**src/ramped_setpoint_p_controller_unit_assert.svh**
```systemverilog
// ---------------------------------------------------------------------------
// Assertion macros for the ramped setpoint controller
// Shared immediate-implication and next-cycle-implication checks.
// ---------------------------------------------------------------------------
`ifndef RAMPED_SETPOINT_P_CONTROLLER_UNIT_ASSERT_SVH
`define RAMPED_SETPOINT_P_CONTROLLER_UNIT_ASSERT_SVH

// Antecedent implies consequent in the same cycle
`define RSPC_ASSERT_IMP(lbl, clk, rst, ante, cons, msg) \
  lbl: assert property (@(posedge clk) disable iff (rst) (ante) |-> (cons)) \
    else $error(msg);

// Antecedent implies consequent in the next cycle
`define RSPC_ASSERT_NXT(lbl, clk, rst, ante, cons, msg) \
  lbl: assert property (@(posedge clk) disable iff (rst) (ante) |=> (cons)) \
    else $error(msg);

`endif

```
**src/rspc_pkg.sv**
```systemverilog
// ---------------------------------------------------------------------------
// rspc_pkg
// Types, constants and reset values shared by the ramped setpoint controller.
// ---------------------------------------------------------------------------
package rspc_pkg;

  // Configuration register indexes
  typedef enum logic [1:0] {
    CFG_WAYPOINT_PERIOD = 2'd0,
    CFG_SETPOINT_PERIOD = 2'd1,
    CFG_DRIVE_GAIN      = 2'd2,
    CFG_STEP_ANGLE      = 2'd3
  } cfg_index_t;

  localparam int CFG_DATA_W = 18;

  // Register reset values
  localparam logic [15:0] WAYPOINT_PERIOD_RST = 16'd4000;
  localparam logic [7:0]  SETPOINT_PERIOD_RST = 8'd100;
  localparam logic [17:0] DRIVE_GAIN_RST      = 18'd15360;
  localparam logic [14:0] STEP_ANGLE_RST      = 15'd3217;

  // Arithmetic layout
  localparam int          ACC_EXTRA  = 8;
  localparam int          GAIN_SHIFT = 20;
  localparam logic [7:0]  MAX_STEPS  = 8'd255;

  // Shared divider: 24-bit dividend, 8-bit divisor
  localparam int DIV_W     = 24;
  localparam int DIV_CNT_W = $clog2(DIV_W + 1);

  typedef enum logic {
    DIV_COUNT = 1'b0,
    DIV_DELTA = 1'b1
  } div_sel_t;

  // Input beat
  typedef struct packed {
    logic               sample_valid;
    logic signed [15:0] sample_theta;
    logic signed [31:0] sample_length;
  } sample_t;

  // Result beat
  typedef struct packed {
    logic signed [31:0] length_command;
    logic signed [15:0] setpoint_angle;
    logic [1:0]         waypoint_phase;
    logic [7:0]         steps_left;
  } result_t;

  // Controller to datapath
  typedef struct packed {
    logic     load_sample;
    logic     wp_update;
    logic     div_start;
    div_sel_t div_sel;
    logic     count_load;
    logic     delta_load;
    logic     sp_update;
    logic     mul_load;
    logic     out_load;
  } rspc_cmd_t;

  // Datapath to controller
  typedef struct packed {
    logic wp_fire;
    logic div_done;
    logic count_zero;
  } rspc_stat_t;

endpackage

```
**src/rspc_div.sv**
```systemverilog
// ---------------------------------------------------------------------------
// rspc_div
// Restoring unsigned divider, one quotient bit per cycle.
// ---------------------------------------------------------------------------
`include "ramped_setpoint_p_controller_unit_assert.svh"

module rspc_div import rspc_pkg::*; (
  input  logic             clk,
  input  logic             rst,
  input  logic             start,
  input  logic [DIV_W-1:0] dividend,
  input  logic [7:0]       divisor,
  output logic             done,
  output logic [DIV_W-1:0] quotient
);

  logic                 busy;
  logic [DIV_CNT_W-1:0] cnt;
  logic [7:0]           rem;
  logic [7:0]           dsr;
  logic [DIV_W-1:0]     quo;
  logic [9:0]           trial;

  // Trial subtraction of the divisor from the shifted remainder
  assign trial = {1'b0, rem, quo[DIV_W-1]} - {2'b00, dsr};

  // Sequencing
  always_ff @(posedge clk) begin
    if (rst) begin
      busy <= 1'b0;
      done <= 1'b0;
      cnt  <= '0;
    end else begin
      done <= busy && (cnt == DIV_CNT_W'(1));
      if (start) begin
        busy <= 1'b1;
        cnt  <= DIV_CNT_W'(DIV_W);
      end else if (busy) begin
        cnt <= cnt - DIV_CNT_W'(1);
        if (cnt == DIV_CNT_W'(1)) begin
          busy <= 1'b0;
        end
      end
    end
  end

  // Remainder and quotient shift
  always_ff @(posedge clk) begin
    if (start) begin
      rem <= '0;
      dsr <= divisor;
      quo <= dividend;
    end else if (busy) begin
      if (!trial[9]) begin
        rem <= trial[7:0];
        quo <= {quo[DIV_W-2:0], 1'b1};
      end else begin
        rem <= {rem[6:0], quo[DIV_W-1]};
        quo <= {quo[DIV_W-2:0], 1'b0};
      end
    end
  end

  assign quotient = quo;

  `RSPC_ASSERT_IMP(a_done_after_busy, clk, rst, done, $past(busy), "divider done without work")
  `RSPC_ASSERT_IMP(a_no_start_busy, clk, rst, start, !busy, "divider restarted while busy")

endmodule

```
**src/rspc_datapath.sv**
```systemverilog
// ---------------------------------------------------------------------------
// rspc_datapath
// Timers, setpoint ramp, step-delta division and gain multiply.
// ---------------------------------------------------------------------------
`include "ramped_setpoint_p_controller_unit_assert.svh"

module rspc_datapath import rspc_pkg::*; (
  input  logic                  clk,
  input  logic                  rst,
  input  rspc_cmd_t             cmd,
  output rspc_stat_t            stat,
  input  sample_t               sample_data,
  input  logic                  cfg_we,
  input  cfg_index_t            cfg_index,
  input  logic [CFG_DATA_W-1:0] cfg_data,
  output result_t               result_data
);

  // Configuration registers
  logic [15:0] waypoint_period;
  logic [7:0]  setpoint_period;
  logic [17:0] drive_gain;
  logic [14:0] step_angle;

  // Controller state
  logic [15:0]        wp_timer;
  logic [7:0]         sp_timer;
  logic [1:0]         phase;
  logic signed [15:0] target;
  logic signed [31:0] accum;
  logic signed [31:0] delta;
  logic [7:0]         remaining;
  logic [7:0]         count;
  logic signed [15:0] measured;
  logic signed [31:0] latched;
  logic signed [31:0] prod_hi;

  // Combinational terms
  logic [15:0]        wp_inc;
  logic               wp_fire;
  logic [7:0]         sp_inc;
  logic               sp_fire;
  logic [DIV_W-1:0]   div_dividend;
  logic [7:0]         div_divisor;
  logic               div_done;
  logic [DIV_W-1:0]   quotient;
  logic [7:0]         count_sat;
  logic signed [16:0] diff;
  logic [16:0]        diff_mag;
  logic [31:0]        quo_ext;
  logic signed [32:0] acc_sum;
  logic signed [31:0] acc_sat;
  logic signed [32:0] err;
  logic signed [51:0] product;
  logic signed [32:0] len_full;
  logic signed [31:0] len_sat;
  logic signed [15:0] sp_sat;

  // Configuration writes
  always_ff @(posedge clk) begin
    if (rst) begin
      waypoint_period <= WAYPOINT_PERIOD_RST;
      setpoint_period <= SETPOINT_PERIOD_RST;
      drive_gain      <= DRIVE_GAIN_RST;
      step_angle      <= STEP_ANGLE_RST;
    end else if (cfg_we) begin
      unique case (cfg_index)
        CFG_WAYPOINT_PERIOD: waypoint_period <= cfg_data[15:0];
        CFG_SETPOINT_PERIOD: setpoint_period <= cfg_data[7:0];
        CFG_DRIVE_GAIN:      drive_gain      <= cfg_data;
        CFG_STEP_ANGLE:      step_angle      <= cfg_data[14:0];
      endcase
    end
  end

  // Timer increments, saturating
  assign wp_inc  = (wp_timer != 16'hFFFF) ? wp_timer + 16'd1 : wp_timer;
  assign wp_fire = (wp_inc >= waypoint_period);
  assign sp_inc  = (sp_timer != 8'hFF) ? sp_timer + 8'd1 : sp_timer;
  assign sp_fire = (sp_inc >= setpoint_period);

  // Distance to target and its magnitude
  assign diff     = {target[15], target} - {measured[15], measured};
  assign diff_mag = diff[16] ? -diff : diff;

  // Step count saturates at the maximum step count
  assign count_sat = (|quotient[DIV_W-1:8]) ? MAX_STEPS : quotient[7:0];
  assign quo_ext   = {{(32 - DIV_W){1'b0}}, quotient};

  // Divider operand selection
  always_comb begin
    unique case (cmd.div_sel)
      DIV_COUNT: begin
        div_dividend = {{(DIV_W - 16){1'b0}}, waypoint_period};
        div_divisor  = setpoint_period;
      end
      DIV_DELTA: begin
        div_dividend = {diff_mag[15:0], {ACC_EXTRA{1'b0}}};
        div_divisor  = count_sat;
      end
    endcase
  end

  rspc_div u_div (
    .clk      (clk),
    .rst      (rst),
    .start    (cmd.div_start),
    .dividend (div_dividend),
    .divisor  (div_divisor),
    .done     (div_done),
    .quotient (quotient)
  );

  assign stat.wp_fire    = wp_fire;
  assign stat.div_done   = div_done;
  assign stat.count_zero = (count_sat == 8'd0);

  // Saturating accumulator step
  assign acc_sum = {accum[31], accum} + {delta[31], delta};
  assign acc_sat = (acc_sum[32] != acc_sum[31]) ?
                   (acc_sum[32] ? 32'sh8000_0000 : 32'sh7FFF_FFFF) : acc_sum[31:0];

  // Gain times error, error in accumulator units
  assign err     = {accum[31], accum} - {{9{measured[15]}}, measured, {ACC_EXTRA{1'b0}}};
  assign product = $signed({1'b0, drive_gain}) * err;

  // Length command and setpoint view
  assign len_full = {latched[31], latched} - {prod_hi[31], prod_hi};
  assign len_sat  = (len_full[32] != len_full[31]) ?
                    (len_full[32] ? 32'sh8000_0000 : 32'sh7FFF_FFFF) : len_full[31:0];
  assign sp_sat   = (accum[31:23] == {9{accum[31]}}) ? accum[23:8] :
                    (accum[31] ? 16'sh8000 : 16'sh7FFF);

  // Latch the sample
  always_ff @(posedge clk) begin
    if (rst) begin
      measured <= '0;
      latched  <= '0;
    end else if (cmd.load_sample && sample_data.sample_valid) begin
      measured <= sample_data.sample_theta;
      latched  <= sample_data.sample_length;
    end
  end

  // Waypoint timer, target and phase
  always_ff @(posedge clk) begin
    if (rst) begin
      wp_timer <= '0;
      phase    <= '0;
      target   <= '0;
    end else if (cmd.wp_update) begin
      if (wp_fire) begin
        wp_timer <= '0;
        phase    <= phase + 2'd1;
        if (!phase[1]) begin
          target <= target + $signed({1'b0, step_angle});
        end else begin
          target <= target - $signed({1'b0, step_angle});
        end
      end else begin
        wp_timer <= wp_inc;
      end
    end
  end

  // Step count, delta, setpoint timer and ramp
  always_ff @(posedge clk) begin
    if (rst) begin
      count     <= '0;
      remaining <= '0;
      delta     <= '0;
      accum     <= '0;
      sp_timer  <= '0;
    end else begin
      if (cmd.count_load) begin
        count     <= count_sat;
        remaining <= count_sat;
        if (count_sat == 8'd0) begin
          delta <= '0;
        end
      end
      if (cmd.delta_load) begin
        delta <= diff[16] ? -$signed(quo_ext) : $signed(quo_ext);
      end
      if (cmd.sp_update) begin
        if (sp_fire) begin
          sp_timer <= '0;
          if (remaining != 8'd0) begin
            accum     <= acc_sat;
            remaining <= remaining - 8'd1;
          end
        end else begin
          sp_timer <= sp_inc;
        end
      end
    end
  end

  // Register the scaled product
  always_ff @(posedge clk) begin
    if (cmd.mul_load) begin
      prod_hi <= product[GAIN_SHIFT+31:GAIN_SHIFT];
    end
  end

  // Result register
  always_ff @(posedge clk) begin
    if (cmd.out_load) begin
      result_data.length_command <= len_sat;
      result_data.setpoint_angle <= sp_sat;
      result_data.waypoint_phase <= phase;
      result_data.steps_left     <= remaining;
    end
  end

  `RSPC_ASSERT_IMP(a_steps_bounded, clk, rst, 1'b1, remaining <= count, "ramp steps exceed count")

endmodule

```
**config.mk**
```make
export PLATFORM = sky130hd
export DESIGN_NAME = rspc_datapath
export DESIGN_NICKNAME = d
export VERILOG_FILES = /design/src/rspc_pkg.sv /design/src/rspc_div.sv /design/src/rspc_datapath.sv
export VERILOG_INCLUDE_DIRS = /design/src /design/src/src
export SDC_FILE = /design/constraint.sdc
export NUM_CORES = 2
export LEC_CHECK = 0
export BUFFER_PORTS_ARGS = -buffer_cell sky130_fd_sc_hd__buf_4
export CAP_MARGIN = 20
export CORE_MARGIN = 1.5
export CORE_UTILIZATION = 40
export DETAILED_ROUTE_END_ITERATION = 8
export PLACE_DENSITY_LB_ADDON = 0.15
export SETUP_SLACK_MARGIN = 0.5
export SLEW_MARGIN = 20
export SYNTH_ARGS = -nofsm -noshare
export SYNTH_HDL_FRONTEND = slang
export SYNTH_SLANG_ARGS = --single-unit
```
**constraint.sdc**
```tcl
create_clock -name clk -period 8.25 [get_ports clk]
set_clock_uncertainty 0.2 [all_clocks]
set_input_delay 1.2375 -clock clk [delete_from_list [all_inputs] [get_ports clk]]
set_output_delay 1.2375 -clock clk [all_outputs]
set_load 0.005 [all_outputs]
```
; Word-level counts from Yosys, hierarchy flattened
; Index checks and enable logic that the tools add are counted.
[totals]
regBits = 356
out_inout_bits = 61
wordCells = 101
[op_classes]
addsub = 14
multipliers = 1
n_lt_le_gt_ge = 2
eq_ne = 9
n_mux = 32
bitwise_logic = 1
n_reduce_logical = 17
[op_table]
columns = operator, n
row1 = $mux 32, 8
row2 = $mux 16, 6
row3 = $mux 8, 8
row4 = $mul 19x33->52, 1
row5 = $mux 24, 2
row6 = $pmux 24 s2, 1
row7 = $add 32x32->33, 1
row8 = $sub 32x24->33, 1
row9 = $sub 32x32->33, 1
row10 = $neg 24->32, 1
row11 = $sub 16x16->17, 1
row12 = $add 16x1->16 const B, 1
row13 = $add 16x16->16, 1
row14 = $ge 16x16->1, 1
row15 = $ne 16x16->1 const B, 1
row16 = $neg 16->16, 1
row17 = $pmux 8 s2, 1
row18 = $reduce_or 16->1, 1
row19 = $sub 16x16->16, 1
row20 = $reduce_and 2->1, 6
row21 = $mux 5, 2
row22 = $sub 9x8->10, 1
row23 = $add 8x1->8 const B, 1
row24 = $eq 8x8->1, 1
row25 = other kinds (18), 26

; Logic depth before layout (Yosys ltp)
[logic_depth]
word_depth = 6
ltp_mapped = 39
depth_no_buf = 37

; Cells and area by module
; A second synthesis with hierarchy kept.
[hier_totals]
cells_unflattened = 4834
area_unflattened_um2 = 42478.2
[by_module_without_submodules]
columns = mod, n_inst, cells_each, area_per_inst_um2, seq_area_each_um2
row1 = rspc_datapath, 1, 4647, 40178.5, 7086.8
row2 = rspc_div, 1, 187, 2299.7, 1261.2

; Worst setup path after synthesis
; OpenSTA, ideal clock, no wires.
[synth_timing]
kind = reg2reg
startpoint = register accum[8]
endpoint = register prod_hi[31], data pin
setup_ns = 0.260
t_arrival_ns = 8.225
required_time_ns = 7.790
slack_ns = -0.435
path_stages_with_launch = 38
synth_period_minus_slack_ns = 8.685
path_cell_list = dfxtp_1 > inv_1 > ha_1 > fa_1 > nor2b_1 > o21ai_1 > a21boi_1 > o21ai_1 > a21boi_1 > o2111ai_1 > a21oi_1 > nor3_1 > o21ai_1 > xor2_1 > clkbuf_1 > and2_1 > fa_1 > inv_1 > (+2 left out) > inv_1 > fa_1 > fa_1 > inv_1 > fa_1 > inv_1 > ha_1 > clkbuf_1 > a21o_1 > a221o_1 > a31oi_1 > o21a_1 > a2bb2oi_1 > a41o_1 > o21ai_1 > o221a_2 > a21oi_1 > xnor2_1
[synth_via]
elab_chain_cells = 2
[synth_rtl]
columns = item, line
row1 = "start, declared", rspc_datapath.sv:30  ; logic signed [31:0] accum;
row2 = "start signal, assigned", rspc_datapath.sv:189  ; accum <= acc_sat;
row3 = $sub 32x24->33, rspc_datapath.sv:124  ; assign err = {accum[31], accum} - {{9{measured[15]}}, measured, {ACC_EXTRA{1'b0}}};
row4 = $mul 19x33->52, rspc_datapath.sv:125  ; assign product = $signed({1'b0, drive_gain}) * err;
row5 = named net product[51], rspc_datapath.sv:54  ; logic signed [51:0] product;
row6 = "end signal, assigned", rspc_datapath.sv:202  ; prod_hi <= product[GAIN_SHIFT+31:GAIN_SHIFT];
row7 = "end, declared", rspc_datapath.sv:36  ; logic signed [31:0] prod_hi;
; The timed path passes the listed nets, and every way through them passes these cells.
; A chain may end at the register's enable or synchronous reset.

; Final worst setup path
[layout_timing]
startpoint = register measured[1]
endpoint = register prod_hi[31], data pin
[layout_via]
elab_chain_cells = 2
[layout_rtl]
columns = item, line
row1 = "start, declared", rspc_datapath.sv:34  ; logic signed [15:0] measured;
row2 = "start signal, assigned", rspc_datapath.sv:140  ; measured <= sample_data.sample_theta;
row3 = $sub 32x24->33, rspc_datapath.sv:124
row4 = $mul 19x33->52, rspc_datapath.sv:125
row5 = named net product[51], rspc_datapath.sv:54
; The timed path passes the listed nets, and every way through them passes these cells.

==> summary.txt <==
Final WL: 127,000 µm
First-pass GRT wire length: 197,000 µm
GRT Overall Usage: 23.7%
Failing checks: negative setup slack
Initial antenna violation count: 0
Synthesized area per cell: 8.80 µm²
Hold Startpoint: measured[9]
Largest area contributor in the netlist: fa_1
FF-to-FF Start: measured[1]
# DRC: 0
Relative slew slack: 22.8%
Yosys top cell area share: 27.7%
CTS buffer count: 42
Power per cell area: 456 nW/µm²
Filler Cells Inserted: 9,830
Synth area leaders: fa_1, dfxtp_1, edfxtp_1
Synth cell count leaders: inv_1, nand2_1, fa_1, a21oi_1, ha_1
Routability cong.: 0.910
# IOs: 142
Flip-flop and latch area: 8370 µm²
Ys flop type: dfxtp_1
DIE HEIGHT: 326 µm
CP Max Fanout: 5
WP data required: 8.37 ns
FMAX: 118 MHz
Slew Viols, Final: 0
Post-synth ARST share: 0%
Vias in the first global route: 34,300
TritonCTS clock tree: yes
Reg2reg end: prod_hi[31]
Total global routing overflow: 0
Port bufs: 141
Clock-pin slew on the worst setup and hold paths: 0.06 ns
Post-Syn Area: 41,700 µm²
Core ar.: 103,000 µm²
Leak pwr: 23.7 nW
# H-tree levels: 2
VDD IR max: 0.884 mV
Most frequent CP cell: fa_1
Outcome: finished with violations
Hold crit path type: reg -> reg
DRT iter0 DRCs: 2,250
Count leader, synth: inv_1
Vias per inst: 5.11
Cells after Synth: 4,744
Tmin final: 8.50 ns
WL per Instance: 19.3 µm
WS Path Type: reg -> reg
Synth unique cells: 89
Worst skew pair latency: 0.60 ns
Clk sinks: 356
Fraction of layout cells with a size suffix above 1: 19.9%
Vias: 33,600
Setup-failing EPs final: 18
Cell row count: 118
CP Capture Type: register
Placed inst area: 46,300 µm²
Share of the yosys chip area belonging to registers: 20.0%
Bufs on Longest Clock Path: 3
Drt pass-1 iters: 6
Largest net degree at the start of global routing: 97
FF-to-FF path depth: 36
Slowest stage delay, CP: 0.56 ns
Design Area, Final: 50,800 µm²
Critical Path AT: 8.62 ns
Synth warn: 0
Setup ws final: -0.250 ns
Synth Net Count: 5,688
CP startpoint kind: register
Seq cells post-synth: 356
Area delta synth->final: 21.6%
CP max-delay cell: fa_1
Final hold slack: 0.255 ns
Setup crit start: measured[1]
R2R setup slack: -0.25 ns
Die Area: 106,000 µm²
Multi-input logic area: 31,300 µm²
RSZ-0062 raised after global routing: yes
Layout Utilization: 49.1%
Antenna Violating Nets Remaining: 0
Critical Path End: prod_hi[31]
Final layout net count: 6,090
Die Wd: 326 µm
HPWL after DPL: 98,300 µm
Final Hold Fails: 0
EDFF count, synth: 122
Worst-Margin Slew: 1.15 ns
Max Cap Violations: 0
CTS root buf: clkbuf_16
Initial core utilization: 40.3%
Crit share post-route: 103%
[registers in the layout, indices dropped and copies added, names as in the netlist, 8 cells and up]
register	cells
accum	32
delta	32
drive_gain	18
latched	32
measured	16
prod_hi	32
remaining	8
result_data	58
setpoint_period	8
sp_timer	8
step_angle	15
target	16
u_div.dsr	8
u_div.quotient	24
u_div.rem	8
waypoint_period	16
wp_timer	16
[worst min path at each step]
stage,end,slack (ns),depth (start not counted)
2_1_floorplan,result_data[9],0.21,0
3_3_place_gp,measured[10],0.24,2
3_5_place_dp,measured[9],0.25,2
4_1_cts,measured[9],0.25,2
5_1_grt,latched[28],0.28,2
6_report,measured[9],0.26,2
[cell type report]
cell class	count	share of cell area, %
Multi-Input combinational cell	3360	61.7
Sequential cell	356	16.5
Timing Repair Buffer	569	9.46
Inverter	817	6.04
Tap cell	1380	3.40
Clock buffer	57	2.37
Clock inverter	21	0.554
Antenna cell	1	0.00493
[report_power, final]
part           internal [mW]  leakage, nW  switching, mW  total, mW
Sequential              2.70         3.13          0.192       2.89
Combinational           9.19         19.8           9.06       18.2
Clock                   1.19        0.722          0.814       2.00
[logic make-up (layout without fill, tap and decap cells)]
family                     Yosys count  after routing  share of synthesized area [%]
AOI/OAI and AO/OA                  735            738                           11.4
adders and majority gates          922            922                           37.7
buffers and inverters             1031           1464                           9.35
other                                0              1                              0
and+or+nand+nor                   1477           1477                           16.8
DFF                                356            356                           20.0
muxes                               17             17                          0.417
xor gates and xnor gates           206            206                           4.32
[placed cells by master (no fill, tap or decap), types with 36 or more instances in the layout]
master | Yosys | final
a21o_1 | 70 | 70
xnor2_1 | 139 | 106
o21ai_0 | 110 | 92
buf_4 | 2 | 458
inv_1 | 817 | 790
edfxtp_1 | 122 | 122
xor2_1 | 67 | 60
a21oi_1 | 286 | 237
nor2b_1 | 46 | 39
nand3_1 | 65 | 62
dfxtp_1 | 234 | 219
nor3_1 | 43 | 36
fa_1 | 578 | 558
nand2_1 | 634 | 612
nand2b_1 | 66 | 66
buf_6 | 2 | 96
a21oi_2 | 0 | 40
and2_1 | 270 | 250
clkbuf_16 | 0 | 46
nor2_1 | 232 | 212
maj3_1 | 38 | 38
ha_1 | 285 | 260
[routing by layer]
metal  track usage [%]  wire, µm
met4              6.26      3480
met3              2.80      6980
met2              37.3     57200
met1              34.4     59100
met5                 0         0
[per-stage QoR]
step / setup slack [ns] / power, mW / cells / TNS, ns
after floorplan: -0.158 / 12.4 / 4744 / -0.410
after CTS: -0.285 / 22.1 / 6514 / -2.75
final: -0.250 / 23.1 / 6561 / -2.58
after detailed placement: -0.650 / 18.3 / 6359 / -6.90
after global routing: -0.566 / 25.3 / 6560 / -9.23
after global placement: -0.604 / 18.3 / 6359 / -6.27
[repair_timing]
action                     in CTS  in global routing
cloned                          0                  5
pin swaps                     106                154
setup buffers                  77                 41
setup endpoints to repair      27                 78
gates resized for setup       162                305
hold buffers                    0                  0
[critical path, delay by kind of cell (launching register included)]
| family | cells | cell delay (ns) |
|---|---|---|
| AO/OA/AOI/OAI | 15 | 2.82 |
| XOR/XNOR | 2 | 0.22 |
| adder cells (fa/ha/maj) | 8 | 3.43 |
| buffers and inverters | 8 | 0.83 |
| flip-flops | 1 | 0.34 |
| AND/OR/NAND/NOR | 3 | 0.38 |
No activity file was read; power rests on OpenSTA's default activity.
