File: src/ramped_setpoint_p_controller_unit_assert.svh
// ---------------------------------------------------------------------------
// Assertion macros for the ramped setpoint controller
// Shared immediate-implication and next-cycle-implication checks.
// ---------------------------------------------------------------------------
`ifndef RAMPED_SETPOINT_P_CONTROLLER_UNIT_ASSERT_SVH
`define RAMPED_SETPOINT_P_CONTROLLER_UNIT_ASSERT_SVH

// Antecedent implies consequent in the same cycle
`define RSPC_ASSERT_IMP(lbl, clk, rst, ante, cons, msg) \
  lbl: assert property (@(posedge clk) disable iff (rst) (ante) |-> (cons)) \
    else $error(msg);

// Antecedent implies consequent in the next cycle
`define RSPC_ASSERT_NXT(lbl, clk, rst, ante, cons, msg) \
  lbl: assert property (@(posedge clk) disable iff (rst) (ante) |=> (cons)) \
    else $error(msg);

`endif

File: src/rspc_pkg.sv
// ---------------------------------------------------------------------------
// rspc_pkg
// Types, constants and reset values shared by the ramped setpoint controller.
// ---------------------------------------------------------------------------
package rspc_pkg;

  // Configuration register indexes
  typedef enum logic [1:0] {
    CFG_WAYPOINT_PERIOD = 2'd0,
    CFG_SETPOINT_PERIOD = 2'd1,
    CFG_DRIVE_GAIN      = 2'd2,
    CFG_STEP_ANGLE      = 2'd3
  } cfg_index_t;

  localparam int CFG_DATA_W = 18;

  // Register reset values
  localparam logic [15:0] WAYPOINT_PERIOD_RST = 16'd4000;
  localparam logic [7:0]  SETPOINT_PERIOD_RST = 8'd100;
  localparam logic [17:0] DRIVE_GAIN_RST      = 18'd15360;
  localparam logic [14:0] STEP_ANGLE_RST      = 15'd3217;

  // Arithmetic layout
  localparam int          ACC_EXTRA  = 8;
  localparam int          GAIN_SHIFT = 20;
  localparam logic [7:0]  MAX_STEPS  = 8'd255;

  // Shared divider: 24-bit dividend, 8-bit divisor
  localparam int DIV_W     = 24;
  localparam int DIV_CNT_W = $clog2(DIV_W + 1);

  typedef enum logic {
    DIV_COUNT = 1'b0,
    DIV_DELTA = 1'b1
  } div_sel_t;

  // Input beat
  typedef struct packed {
    logic               sample_valid;
    logic signed [15:0] sample_theta;
    logic signed [31:0] sample_length;
  } sample_t;

  // Result beat
  typedef struct packed {
    logic signed [31:0] length_command;
    logic signed [15:0] setpoint_angle;
    logic [1:0]         waypoint_phase;
    logic [7:0]         steps_left;
  } result_t;

  // Controller to datapath
  typedef struct packed {
    logic     load_sample;
    logic     wp_update;
    logic     div_start;
    div_sel_t div_sel;
    logic     count_load;
    logic     delta_load;
    logic     sp_update;
    logic     mul_load;
    logic     out_load;
  } rspc_cmd_t;

  // Datapath to controller
  typedef struct packed {
    logic wp_fire;
    logic div_done;
    logic count_zero;
  } rspc_stat_t;

endpackage

File: src/rspc_ctrl.sv
// ---------------------------------------------------------------------------
// rspc_ctrl
// Sequencer for one tick: waypoint, divisions, ramp step, multiply, result.
// ---------------------------------------------------------------------------
`include "ramped_setpoint_p_controller_unit_assert.svh"

module rspc_ctrl import rspc_pkg::*; (
  input  logic       clk,
  input  logic       rst,
  input  logic       in_valid,
  output logic       in_ready,
  output logic       res_valid,
  input  logic       res_ready,
  output rspc_cmd_t  cmd,
  input  rspc_stat_t stat
);

  typedef enum logic [6:0] {
    S_IDLE     = 7'b0000001,
    S_WAYPT    = 7'b0000010,
    S_CNT_WAIT = 7'b0000100,
    S_DLT_WAIT = 7'b0001000,
    S_STEP     = 7'b0010000,
    S_MUL      = 7'b0100000,
    S_OUT      = 7'b1000000
  } state_t;

  state_t state;
  state_t state_next;
  logic   accept;

  // Hold off sample beats while in reset
  assign in_ready = (state == S_IDLE) && !rst;
  assign accept   = in_valid && in_ready;

  // Next state and commands
  always_comb begin
    state_next = state;
    cmd        = '0;
    cmd.div_sel = DIV_COUNT;
    unique case (state)
      S_IDLE: begin
        if (accept) begin
          cmd.load_sample = 1'b1;
          state_next      = S_WAYPT;
        end
      end
      S_WAYPT: begin
        cmd.wp_update = 1'b1;
        if (stat.wp_fire) begin
          cmd.div_start = 1'b1;
          state_next    = S_CNT_WAIT;
        end else begin
          state_next = S_STEP;
        end
      end
      S_CNT_WAIT: begin
        if (stat.div_done) begin
          cmd.count_load = 1'b1;
          if (!stat.count_zero) begin
            cmd.div_start = 1'b1;
            cmd.div_sel   = DIV_DELTA;
            state_next    = S_DLT_WAIT;
          end else begin
            state_next = S_STEP;
          end
        end
      end
      S_DLT_WAIT: begin
        if (stat.div_done) begin
          cmd.delta_load = 1'b1;
          state_next     = S_STEP;
        end
      end
      S_STEP: begin
        cmd.sp_update = 1'b1;
        state_next    = S_MUL;
      end
      S_MUL: begin
        cmd.mul_load = 1'b1;
        state_next   = S_OUT;
      end
      S_OUT: begin
        if (!res_valid || res_ready) begin
          cmd.out_load = 1'b1;
          state_next   = S_IDLE;
        end
      end
      default: state_next = S_IDLE;
    endcase
  end

  // State and result valid
  always_ff @(posedge clk) begin
    if (rst) begin
      state     <= S_IDLE;
      res_valid <= 1'b0;
    end else begin
      state <= state_next;
      if (cmd.out_load) begin
        res_valid <= 1'b1;
      end else if (res_ready) begin
        res_valid <= 1'b0;
      end
    end
  end

  `RSPC_ASSERT_NXT(a_accept_to_waypt, clk, rst, accept, state == S_WAYPT, "tick not started")
  `RSPC_ASSERT_IMP(a_rise_from_out, clk, rst, $rose(res_valid), $past(state == S_OUT), "result out of sequence")

endmodule

File: config.mk
export PLATFORM = sky130hd
export DESIGN_NAME = rspc_ctrl
export DESIGN_NICKNAME = d
export VERILOG_FILES = /design/src/rspc_pkg.sv /design/src/rspc_ctrl.sv
export VERILOG_INCLUDE_DIRS = /design/src /design/src/src
export SDC_FILE = /design/constraint.sdc
export NUM_CORES = 1
export LEC_CHECK = 0
export ABC_AREA = 0
export BUFFER_PORTS_ARGS = -buffer_cell sky130_fd_sc_hd__buf_2
export CAP_MARGIN = 20
export CORE_MARGIN = 2
export CORE_UTILIZATION = 29
export DETAILED_ROUTE_END_ITERATION = 16
export GPL_TIMING_DRIVEN = 0
export PLACE_DENSITY = 0.52
export SYNTH_ARGS = -nofsm -noshare
export SYNTH_HDL_FRONTEND = slang
export SYNTH_SLANG_ARGS = --single-unit
export TNS_END_PERCENT = 50
File: constraint.sdc
create_clock -name clk -period 2.32 [get_ports clk]
set_clock_uncertainty 0.15 [all_clocks]
set_input_delay 0.116 -clock clk [delete_from_list [all_inputs] [get_ports clk]]
set_output_delay 0.116 -clock clk [all_outputs]
set_load 0.03 [all_outputs]
---- After elaboration in Yosys (flattened, before gate mapping) ----
Cells that the tools add are included.
storage, ports and cells
  logic and storage cells ................. 43
  register bits after elaboration ......... 8
  output and inout bits ................... 11
  input bits .............................. 7
cells by class
  reductions and logical operators ........ 7
  mux-type cells .......................... 23
  equal/unequal tests ..................... 11
operator list
  kind                                                                   count
  7-bit one-hot mux with 7 select lines                                  1
  7-bit 2-to-1 mux                                                       4
  1-bit 2-to-1 mux                                                       12
  5-bit 2-to-1 mux                                                       2
  2-bit inequality test, second input constant                           4
  7-bit by 1-bit equality test with 1-bit output, second input constant  1
  7-bit by 2-bit equality test with 1-bit output, second input constant  1
  7-bit by 3-bit equality test with 1-bit output, second input constant  1
  7-bit by 4-bit equality test with 1-bit output, second input constant  1
  7-bit by 5-bit equality test with 1-bit output, second input constant  1
  7-bit by 6-bit equality test with 1-bit output, second input constant  1
  7-bit equality test, second input constant                             1
  2-bit 2-to-1 mux                                                       2
  4-bit AND reduction                                                    1
  3-bit 2-to-1 mux                                                       1
  1-bit logical AND                                                      2
  1-bit zero test                                                        2
  1-bit one-hot mux with 2 select lines                                  1
  2-bit nonzero test                                                     1
  1-bit logical OR                                                       1

---- Depth between registers and ports, before layout ----
Gate-level depths: netlist of run 1.
  word-level depth ........................ 5
  mapped depth ............................ 5
  gate-level depth less buffers ........... 4

---- Least setup slack after synthesis of run 1 ----
No wires, ideal clock.
  path type ............................... flip-flop to output port
  start ................................... reg state[2]
  end ..................................... out cmd[6] (netlist bit)
  cell stages (with the launch flop) ...... 6
  buffers on the path ..................... 1
  data arrival time ....................... 2105 ps
  data required time ...................... 2054 ps
  slack ................................... -51 ps
  path through ............................ dfxtp_1 buf_6 or4_4 nor4b_2 nand2_1 nand2_1
RTL lines
  what                    line             text
  start, declared         rspc_ctrl.sv:28  state_t state;
  start signal, assigned  rspc_ctrl.sv:99  state <= state_next;
  end, declared           rspc_ctrl.sv:14  output rspc_cmd_t cmd,

==> results.txt, run 1 <==
* Run status: finished clean
- Antenna violations before repair: 0
- From synthesis to final layout, the design area changed by 36.3%.
- Max-slew violation count: 0
- Number of enable-type register cells in the synthesized netlist: 0
* Net total in the final layout: 103
- Post-Route WL: 1440 µm
- For this design the static power due to leakage is 0.000342 µW.
- Pin count of the biggest net entering global routing: 11
* Beginning of the worst hold path: in_valid
* Worst Max-Slew Pin Slew: 476 ps
* Crit Reg-Reg Endpoint: state[4]
* Peak clock frequency supported by timing: 0.449 GHz
* Tot GR Track Use: 0.142
- Die height: 47.6 µm
- Type of the most critical hold path: in2reg
- Share of flip-flops with an asynchronous set or reset after synthesis: 0
* Worst IR Drop VDD: 0.000210 V
- After the flow finishes, the layout carries non-filler instances totaling 119.
* Ys Warns: 0
- CTS Sinks: 8
- Number of storage elements in the synthesis netlist: 8
* Worst slack at placement: 273 ps
- Clock latency on the worst-skew pair, taken at its later pin, is 260 ps.
- In the routed layout, each cell is associated on average with a via count of 4.73.
* Worst hold slack after final layout: 38.2 ps
- For this run, the leading register cell type out of synthesis is dfxtp_1.
- Number of cells traversed by the worst hold path: 3
- Met2 Routed Length: 564 µm
* WL/cell: 12.1 µm
- Max-Slew Margin vs Limit: 0.682
* Overall via count from detail_route: 563
- Summing every instance area after synthesis gives 552 µm².
- 0 antenna diodes ended up in the layout.
* Clock period minus final worst setup slack: 2230 ps
* Iteration-0 DRC Markers: 10
- In this run the number of H-tree levels came out at 1.
* Nature of the critical path endpoint: output pin
- The worst hold path terminates at state[1].
- From left edge to right edge, the die measures 47.6 µm.
* Number of placement rows: 15
* Port Buffer Count: 17
- Post-Syn Area per Cell: 7.88 µm²
- Post-synthesis cell count: 70
- During I/O placement, the number of pins put on the boundary was 18.
- Along the worst path, the maximum fanout reaches 8.
- DRC viols: 0
- In the final routing, the length of wire on met1 measures 763 µm.
- After floorplanning, the core was sized to cover 1760 µm².
- The first global-routing pass estimated 2160 µm of wire.
- Global placer's final weighted congestion: 0.712
- The worst register-to-register path has a depth of 6.
- Sequential cell area fraction in the yosys report: 0.290
* Number of placed instances, taps included: 112
- In this run the remaining antenna-violating nets after routing total 0.
- CP startpoint kind: flip-flop
- Footprint of the multi-input gates: 372 µm²
* Distinct cells, synth: 29
- The via count of the first global-routing pass was 471.
- Final worst-path cycle share: 0.959
- The tree is rooted in a clkbuf_4.
* CTS max path bufs: 2
- Total setup violations reported at the end of the flow: 0
* Number of clock buffers inserted by TritonCTS: 3
- Across the run, the number of max-cap violations was 0.
* Grt total ovfl: 0
- The final number of hold-violating endpoints is 0.
* Total Die Area: 2270 µm²
- Signal routing reaches up to met4.
* Fillcell total: 207
* Number of detailed-routing iterations run before antenna repair: 4
- Clock slew at the register clock pins of the worst setup and hold paths: 60 ps
- Pwr dens: 433 nW/µm²
* Setup slack of the most critical reg-to-reg path: 220 ps
- Setup slack after layout: 94.8 ps
- Metal3 WL: 67 µm
* CP Class: reg2out
* Seq. cell area: 160 µm²
- In the final layout, the share of cells above drive strength 1 is 0.319.
- Arr. time, crit path: 1960 ps
* Critical register-to-register path startpoint: state[3]
* Effective utilization at floorplan: 0.313
* Net count after synthesis: 77
* CTS tree: built
- For the worst setup path, the data required time is 2050 ps.
* Post-detailed-placement half-perimeter wirelength: 1050 µm
## sequential cells by signal (all words and copies together) (netlist names)
signal,count
res_valid,1
state,7
## cell usage after synthesis, types with 2 or more instances
master	n	area [µm²]
dfxtp_1	8	160
nor2_1	7	26.3
nor3_1	6	30.0
inv_1	5	18.8
nand2_1	5	18.8
a21oi_1	4	20.0
nand2b_1	4	25.0
nor2b_1	4	25.0
nand3_1	3	15.0
nor4_1	2	12.5
nor4b_2	2	30.0
o31ai_1	2	15.0
or3_1	2	12.5
## worst max-delay path by stage
stage	startpoint	endpoint	depth (start not counted)
3_3_place_gp	state[3]	cmd[8]	5
4_1_cts	state[3]	cmd[8]	5
5_1_grt	state[3]	cmd[6]	6
2_1_floorplan	state[2]	cmd[8]	4
3_5_place_dp	state[3]	cmd[8]	5
6_report	state[3]	cmd[8]	5
## through the flow
stage,util,TNS (ps),power (µW),area (µm²)
finish,0.426,0,326,752
global route,0.426,-2.14,344,752
CTS,0.409,0,324,722
detailed placement,0.384,0,206,677
global placement,0.384,0,206,677
floorplan,-,-1.98,189,561
## repair_timing
item	CTS	global route
buffers inserted	0	2
hold endpoints to repair	2	0
setup endpoints to repair	1	3
hold buffers	2	0
pin swaps	0	3
resized for setup	1	5
## cells by family (layout without fill, tap and decap cells)
| kind of cell | after synthesis | after routing | synth area share |
|---|---|---|---|
| XOR/XNOR | 1 | 1 | 0.0159 |
| flip-flops | 8 | 8 | 0.290 |
| AO/OA/AOI/OAI | 12 | 12 | 0.175 |
| buffers and inverters | 8 | 32 | 0.0703 |
| AND/OR/NAND/NOR | 41 | 41 | 0.449 |
## cell type report
| type | instances | share of cell area |
|---|---|---|
| Timing Repair Buffer | 21 | 0.170 |
| Clock buffer | 3 | 0.0300 |
| Buffer | 3 | 0.0266 |
| Inverter | 5 | 0.0250 |
| Multi-Input combinational cell | 54 | 0.494 |
| Sequential cell | 8 | 0.213 |
| Tap cell | 25 | 0.0416 |
## worst max-delay path, stage by stage, from the launching register on
cell and delay [ps]:
dfxtp_1 290, buf_2 160, or4_4 590, or3_4 360
nor3_2 110, buf_4 180
## routing by layer
metal,global-route usage,up-vias
li1,-,302
met1,0.212,242
met2,0.173,15
met3,0.0340,4
met4,0.0973,0
met5,0,-
## placed cells by master, fill, tap and decap left out, types with 2 or more instances in the layout
cell type       n
inv_1           5
buf_2          15
dfxtp_1         8
dlygate4sd3_1   2
nor2_1          7
nor2b_1         4
a21oi_1         4
nand2b_1        4
nand3_1         3
clkbuf_4        4
nand2_1         5
nor4_1          2
o31ai_1         2
nor3_1          5
buf_4           4
## report_power, final
group          internal (µW)  switching [µW]  total (µW)
logic                   30.8            33.7        64.5
registers                140            6.77         147
clock network           59.7            54.6         114
No activity file was read; power rests on OpenSTA's default activity.
==> run 2: changes to the inputs <==
Settings changed: CORE_MARGIN 2 to 5.
Clock period 2.32 ns to 2.85 ns, I/O delays scaled along.
==> run 2 against run 1 <==
Clock power down 20%. Critical endpoint unchanged. Sequential share of layout area up 1.9 points. Sequential cell count unchanged.
==> results.txt, run 2 (synthesized netlist as in run 1, its figures left out) <==
- Worst Max-Slew Pin Slew: 448 ps (was 476 ps)
- Flip-flop count of the largest register after layout: 7 (unchanged)
- The total routing resource utilization after global routing was 0.116 (was 0.142).
* Count of antenna diodes in the layout: 0 (unchanged)
- Number of detailed-routing iterations run before antenna repair: 4 (unchanged)
* Net total in the final layout: 99 (was 103)
- Leading cell types in the layout, fill and taps excluded: buf_2, dfxtp_1, nor2_1, nor3_1 (was buf_2, dfxtp_1, nor2_1)
- Port Buffer Count: 17 (unchanged)
- The max-capacitance violation count is 0 (unchanged).
* Clock period minus final worst setup slack: 2350 ps
- Fraction of final layout cells sized beyond drive strength 1: 0.289 (was 0.319)
- Post-CTS setup buffer count: 0 (unchanged)
- The instance area at placement is 668 µm² (was 677 µm²).
- The max-slew violation count came to 0 (unchanged).
* Ratio of routed vias to standard cells: 4.88 (was 4.73)
* Post-detailed-placement half-perimeter wirelength: 1080 µm (was 1050 µm)
* Nature of the critical path endpoint: output pin (unchanged)
- Vias in the first global route: 535 (was 471)
- The routability congestion estimate was 0.782 (was 0.712).
* Number of H-tree branching levels: 1 (unchanged)
- The number of antenna violations at the first check in global routing is 0 (unchanged).
* Max-Slew Margin vs Limit: 0.701 (was 0.682)
* Run status: finished clean (unchanged)
- The critical path required time was 2560 ps (was 2050 ps).
* Total chip power: 255 µW (was 326 µW)
- The iteration-0 DRC count of the detailed router was 16 (was 10).
- CTS tree: built (unchanged)
- Overall via count from detail_route: 561 (was 563)
- CTS max path bufs: 2 (unchanged)
* Pwr dens: 369 nW/µm² (was 433 nW/µm²)
- Startpoint of the worst setup timing path: state[3] (unchanged)
- The cell row count came to 15 (unchanged).
- The count of cells along the worst register-to-register path came to 5 (was 6).
* Clock slew at the register clock pins of the worst setup and hold paths: 60 ps (about the same)
- The later-pin clock latency in the skew report is 270 ps (was 260 ps).
- Cell area after layout: 691 µm² (was 752 µm²)
* Setup slack of the most critical reg-to-reg path: 880 ps (was 220 ps)
- The effective utilization at floorplan is 0.313 (unchanged).
- Cts hold-fix bufs: 0 (was 2)
- The worst flop-to-flop path startpoint was state[3] (unchanged).
- The register with the most flip-flops is state (unchanged).
* Pin count of the biggest net entering global routing: 11 (unchanged)
- Setup TNS: 0 ps (unchanged)
- Grt total ovfl: 0 (unchanged)
- The maximum net fanout on the critical path came to 8 (unchanged).
- RSZ-0062 raised after global routing: no
- The clock root buffer was clkbuf_4 (unchanged).
* Leakage power figure: 0.000321 µW (was 0.000342 µW)
* Global-route wire length before repair: 2350 µm (was 2160 µm)
- Total setup violations reported at the end of the flow: 0 (unchanged)
- P&R area growth vs syn: 25.2% (was 36.3%)
- The number of inserted filler cells in the final layout came to 209 (was 207).
* Type of the most critical hold path: in2reg (unchanged)
- The total clock sinks is 8 (unchanged).
- The count of nets left with antenna violations after detail routing was 0 (unchanged).
- The timing endpoint of the critical path is cmd[8] (unchanged).
* Number of top-level pins: 18 (unchanged)
- The overall die height was 53.6 µm (was 47.6 µm).
* Total Die Area: 2880 µm² (was 2270 µm²)
* Placeable core area: 1760 µm² (unchanged)
- Number of failing hold endpoints at the final stage: 0 (unchanged)
- The detailed-route wire length per cell is 12.1 µm (about the same).
* Peak clock frequency supported by timing: 0.425 GHz
* CP startpoint kind: flip-flop (unchanged)
* Arr. time, crit path: 2060 ps (was 1960 ps)
- Number of clock buffers inserted by TritonCTS: 3 (unchanged)
- Worst IR Drop VDD: 0.000142 V (was 0.000210 V)
- CP Class: reg2out (unchanged)
- Post-Route WL: 1400 µm (was 1440 µm)
- Top Registers: state (7), res_valid (1) (unchanged)
- Final worst-path cycle share: 0.826
- The count of unresolved DRC violations after routing is 0 (unchanged).
- The final worst hold slack is 16.1 ps (was 38.2 ps).
- Crit Reg-Reg Endpoint: state[4] (unchanged)
- The worst-case setup margin in the final layout came to 497 ps (was 94.8 ps).
- The post-CTS resize count was 0 (was 1).
- Worst slack at placement: 781 ps (was 273 ps)
* Die Wd: 53.6 µm (was 47.6 µm)
* Leading cell type in the layout, fill and taps excluded: buf_2 (unchanged)
run 2: power breakdown:
group | internal (µW) | total, µW | switching [µW]
Clock | 48.5 | 91.1 | 42.6
Sequential | 114 | 119 | 4.65
Combinational | 18.8 | 44.9 | 26.2
Total | 182 | 255 | 73.5
run 2: metrics by stage:
step | util | cells
6_report | 0.391 | 115
5_1_grt | 0.391 | 115
4_1_cts | 0.391 | 115
3_5_place_dp | 0.379 | 112
3_3_place_gp | 0.379 | 112
2_1_floorplan | - | 70
run 2: worst min path at each step:
stage,end,cells past startpoint,slack [ps],from
floorplan,state[0],2,140,rst
global placement,state[2],3,290,stat[2]
detailed placement,state[2],3,300,stat[2]
CTS,state[2],3,20,stat[2]
global route,state[0],3,40,rst
finish,state[0],3,20,rst
run 2: routing by layer:
metal	track usage	wire, µm
met4	0.0894	48
met1	0.150	687
met2	0.161	563
met3	0.0277	96
met5	0	0
run 2: area by class of cell:
cell class	count	area [µm²]	share of cell area
inverter	5	18.8	0.0272
timing repair buffer	17	85.1	0.123
clock buffer	3	22.5	0.0326
sequential	8	160	0.232
multi-input combinational	54	353	0.511
tap	25	31.3	0.0453
buffer	3	20.0	0.0290
run 2: critical path, stage by stage, from the launching register on:
cell,delay (ps)
dfxtp_1,290
buf_2,160
or4_4,580
or3_1,410
nor3_1,130
buf_2,220
==> run 3: changes to the inputs <==
Clock period 2.85 ns to 2.3 ns, I/O delays scaled along.
==> run 3 against run 2 <==
Power grew 29%. Sequential cell count unchanged. Via count is 2.1% higher. Sequential power up 24%. Global-route usage up 0.24 points. Largest power group unchanged. Non-clock buffer count rose by 3.
==> results.txt, run 3 (synthesized netlist as in run 1, its figures left out) <==
- The global-route wire length before repair came to 2370 µm (was 2350 µm).
* Number of failing hold endpoints at the final stage: 0 (unchanged)
* Number of top-level pins: 18 (unchanged)
- Ratio of routed vias to standard cells: 4.86 (was 4.88)
- Pin count of the biggest net entering global routing: 11 (unchanged)
- The cell leakage power came to 0.000337 µW (was 0.000321 µW).
- The type of the worst min-delay path is in2reg (unchanged).
* Die Wd: 53.6 µm (unchanged)
- Post-detailed-placement cell area: 677 µm² (was 668 µm²)
* DRC viols: 0 (unchanged)
- The routability congestion estimate came to 0.725 (was 0.782).
- Top cell family by delay on the critical path: simple AND/OR/NAND/NOR gates (unchanged)
- The placeable core region was 1760 µm² (unchanged).
- The final standard cell area without fillers was 742 µm² (was 691 µm²).
- Setup slack after layout: 87.6 ps (was 497 ps)
- The clock tree from TritonCTS is built (unchanged).
- Peak clock frequency supported by timing: 0.452 GHz
- The length of the first detailed-routing pass in iterations came to 4 (unchanged).
- Slowest cell on crit path: or4_4 (unchanged)
- Leading cell types in the layout, fill and taps excluded: buf_2, dfxtp_1, nor2_1 (was buf_2, dfxtp_1, nor2_1, nor3_1)
- The clock period could shrink to 2210 ps.
* Die height: 53.6 µm (unchanged)
- Required @ worst endpoint: 2040 ps (was 2560 ps)
- Run status: finished clean (unchanged).
- The number of antenna violations at the first check in global routing came to 0 (unchanged).
- The H-tree depth came to 1 (unchanged).
- Worst Max-Slew Pin Slew: 490 ps (was 448 ps)
- The max-capacitance violation count came to 0 (unchanged).
- The later-pin clock latency in the skew report was 260 ps (was 270 ps).
- WL/cell: 12.2 µm (was 12.1 µm)
- Clk Tree Root Cell: clkbuf_4 (unchanged)
- The total clock sinks was 8 (unchanged).
- The number of nets in the finished design is 102 (was 99).
- The highest ir drop seen on vdd was 0.000194 V (was 0.000142 V).
- Overall via count from detail_route: 573 (was 561)
* Max-slew violation count: 0 (unchanged)
* Nature of the critical path endpoint: output pin (unchanged)
- The signed area change from the synthesized netlist to the final layout came to 34.5% (was 25.2%).
- Clock slew at the register clock pins of the worst setup and hold paths: 60 ps (about the same)
- The count of nets left with antenna violations after detail routing came to 0 (unchanged).
- Total setup violations reported at the end of the flow: 0 (unchanged)
* Number of clock buffers inserted by TritonCTS: 3 (unchanged)
- Port Buffer Count: 17 (unchanged)
* Pwr dens: 442 nW/µm² (was 369 nW/µm²)
- The highest cell delay on the worst timing path is 560 ps (was 580 ps).
* Leading cell type in the layout, fill and taps excluded: buf_2 (unchanged)
- Vias in the first global route: 535 (unchanged)
- The worst setup slack before clock tree synthesis came to 246 ps (was 781 ps).
- Top Registers: state (7), res_valid (1) (unchanged)
* Cell chain of the critical path: buf_2 -> or4_4 -> or3_4 -> nor3_2 -> buf_4 (was buf_2 -> or4_4 -> or3_1 -> nor3_1 -> buf_2)
- The total routing resource utilization after global routing was 0.118 (was 0.116).
- The iteration-0 DRC count of the detailed router is 7 (was 16).
- The relative max-transition margin is 0.673 (was 0.701).
- Total Die Area: 2880 µm² (unchanged)
- RSZ-0062 raised after global routing: no (unchanged)
* Number of placement rows: 15 (unchanged)
* Number of buffers and inverters on the critical path: 2 (unchanged)
- The maximum buffer depth of the clock tree is 2 (unchanged).
- Post-Route WL: 1440 µm (was 1400 µm)
- The fraction of the core area covered by cells at the end of the flow was 0.421 (was 0.391).
- The detailed placer's ending HPWL is 1060 µm (was 1080 µm).
- Effective utilization at floorplan: 0.313 (unchanged)
* CP startpoint kind: flip-flop (unchanged)
- The number of flip-flops in the largest register was 7 (unchanged).
- Final worst-path cycle share: 0.962
- The total global routing overflow was 0 (unchanged).
- Fraction of final layout cells sized beyond drive strength 1: 0.312 (was 0.289)
* CP Class: reg2out (unchanged)
- The maximum net fanout on the critical path came to 8 (unchanged).
- Count of antenna diodes in the layout: 0 (unchanged)
- Register with the most flip-flops: state (unchanged)
- The endpoint arrival time on the critical path is 1950 ps (was 2060 ps).
==> run 3: routing by layer <==
metal / track usage / share of wire
met1: 0.153 / 0.50
met2: 0.169 / 0.41
met3: 0.0332 / 0.063
met4: 0.0766 / 0.031
met5: 0 / 0
==> run 3: layout make-up <==
cell class | instances | area [µm²]
plain buffers | 3 | 20.0
flip-flops and latches | 8 | 160
fillers | 202 | 1020
clock buffers | 3 | 22.5
inverters | 5 | 18.8
well taps | 25 | 31.3
multi-input cells | 54 | 372
repair buffers | 20 | 118
==> run 3: what timing repair did <==
action,4_1_cts,5_1_grt
setup buffers,1,0
pin swaps,1,2
gates resized for setup,2,3
setup endpoints to repair,1,3
hold buffers,2,0
hold endpoints to repair,2,0
==> run 3: path summary, 6_finish.rpt <==
kind	start	to	slack, ps	cells after the start
worst max-delay path	state[3]	cmd[8]	90	5
worst min-delay path	in_valid	state[1]	30	3
worst max register to register	state[3]	state[4]	180	6
worst min register to register	res_valid	res_valid	410	2
==> run 3: tightest hold or removal path: cells and delay by family <==
| family | cells | cell delay (ps) |
|---|---|---|
| simple gates | 1 | 60 |
| buf+inv | 2 | 230 |
==> run 3: power breakdown <==
group | switching [µW] | leakage [µW] | internal (µW)
combinational | 34.5 | 0.000259 | 30.4
clock | 54.5 | 0.0000138 | 60.2
sequential | 6.61 | 0.0000649 | 142
==> run 3: through the flow <==
step	hold WS, ps	std cells	power [µW]	TNS (ps)
2_1_floorplan	111	70	190	-21.0
5_1_grt	46.8	118	347	0
3_5_place_dp	259	112	208	0
6_report	34.3	118	328	0
4_1_cts	3.72	118	327	0
3_3_place_gp	255	112	208	0
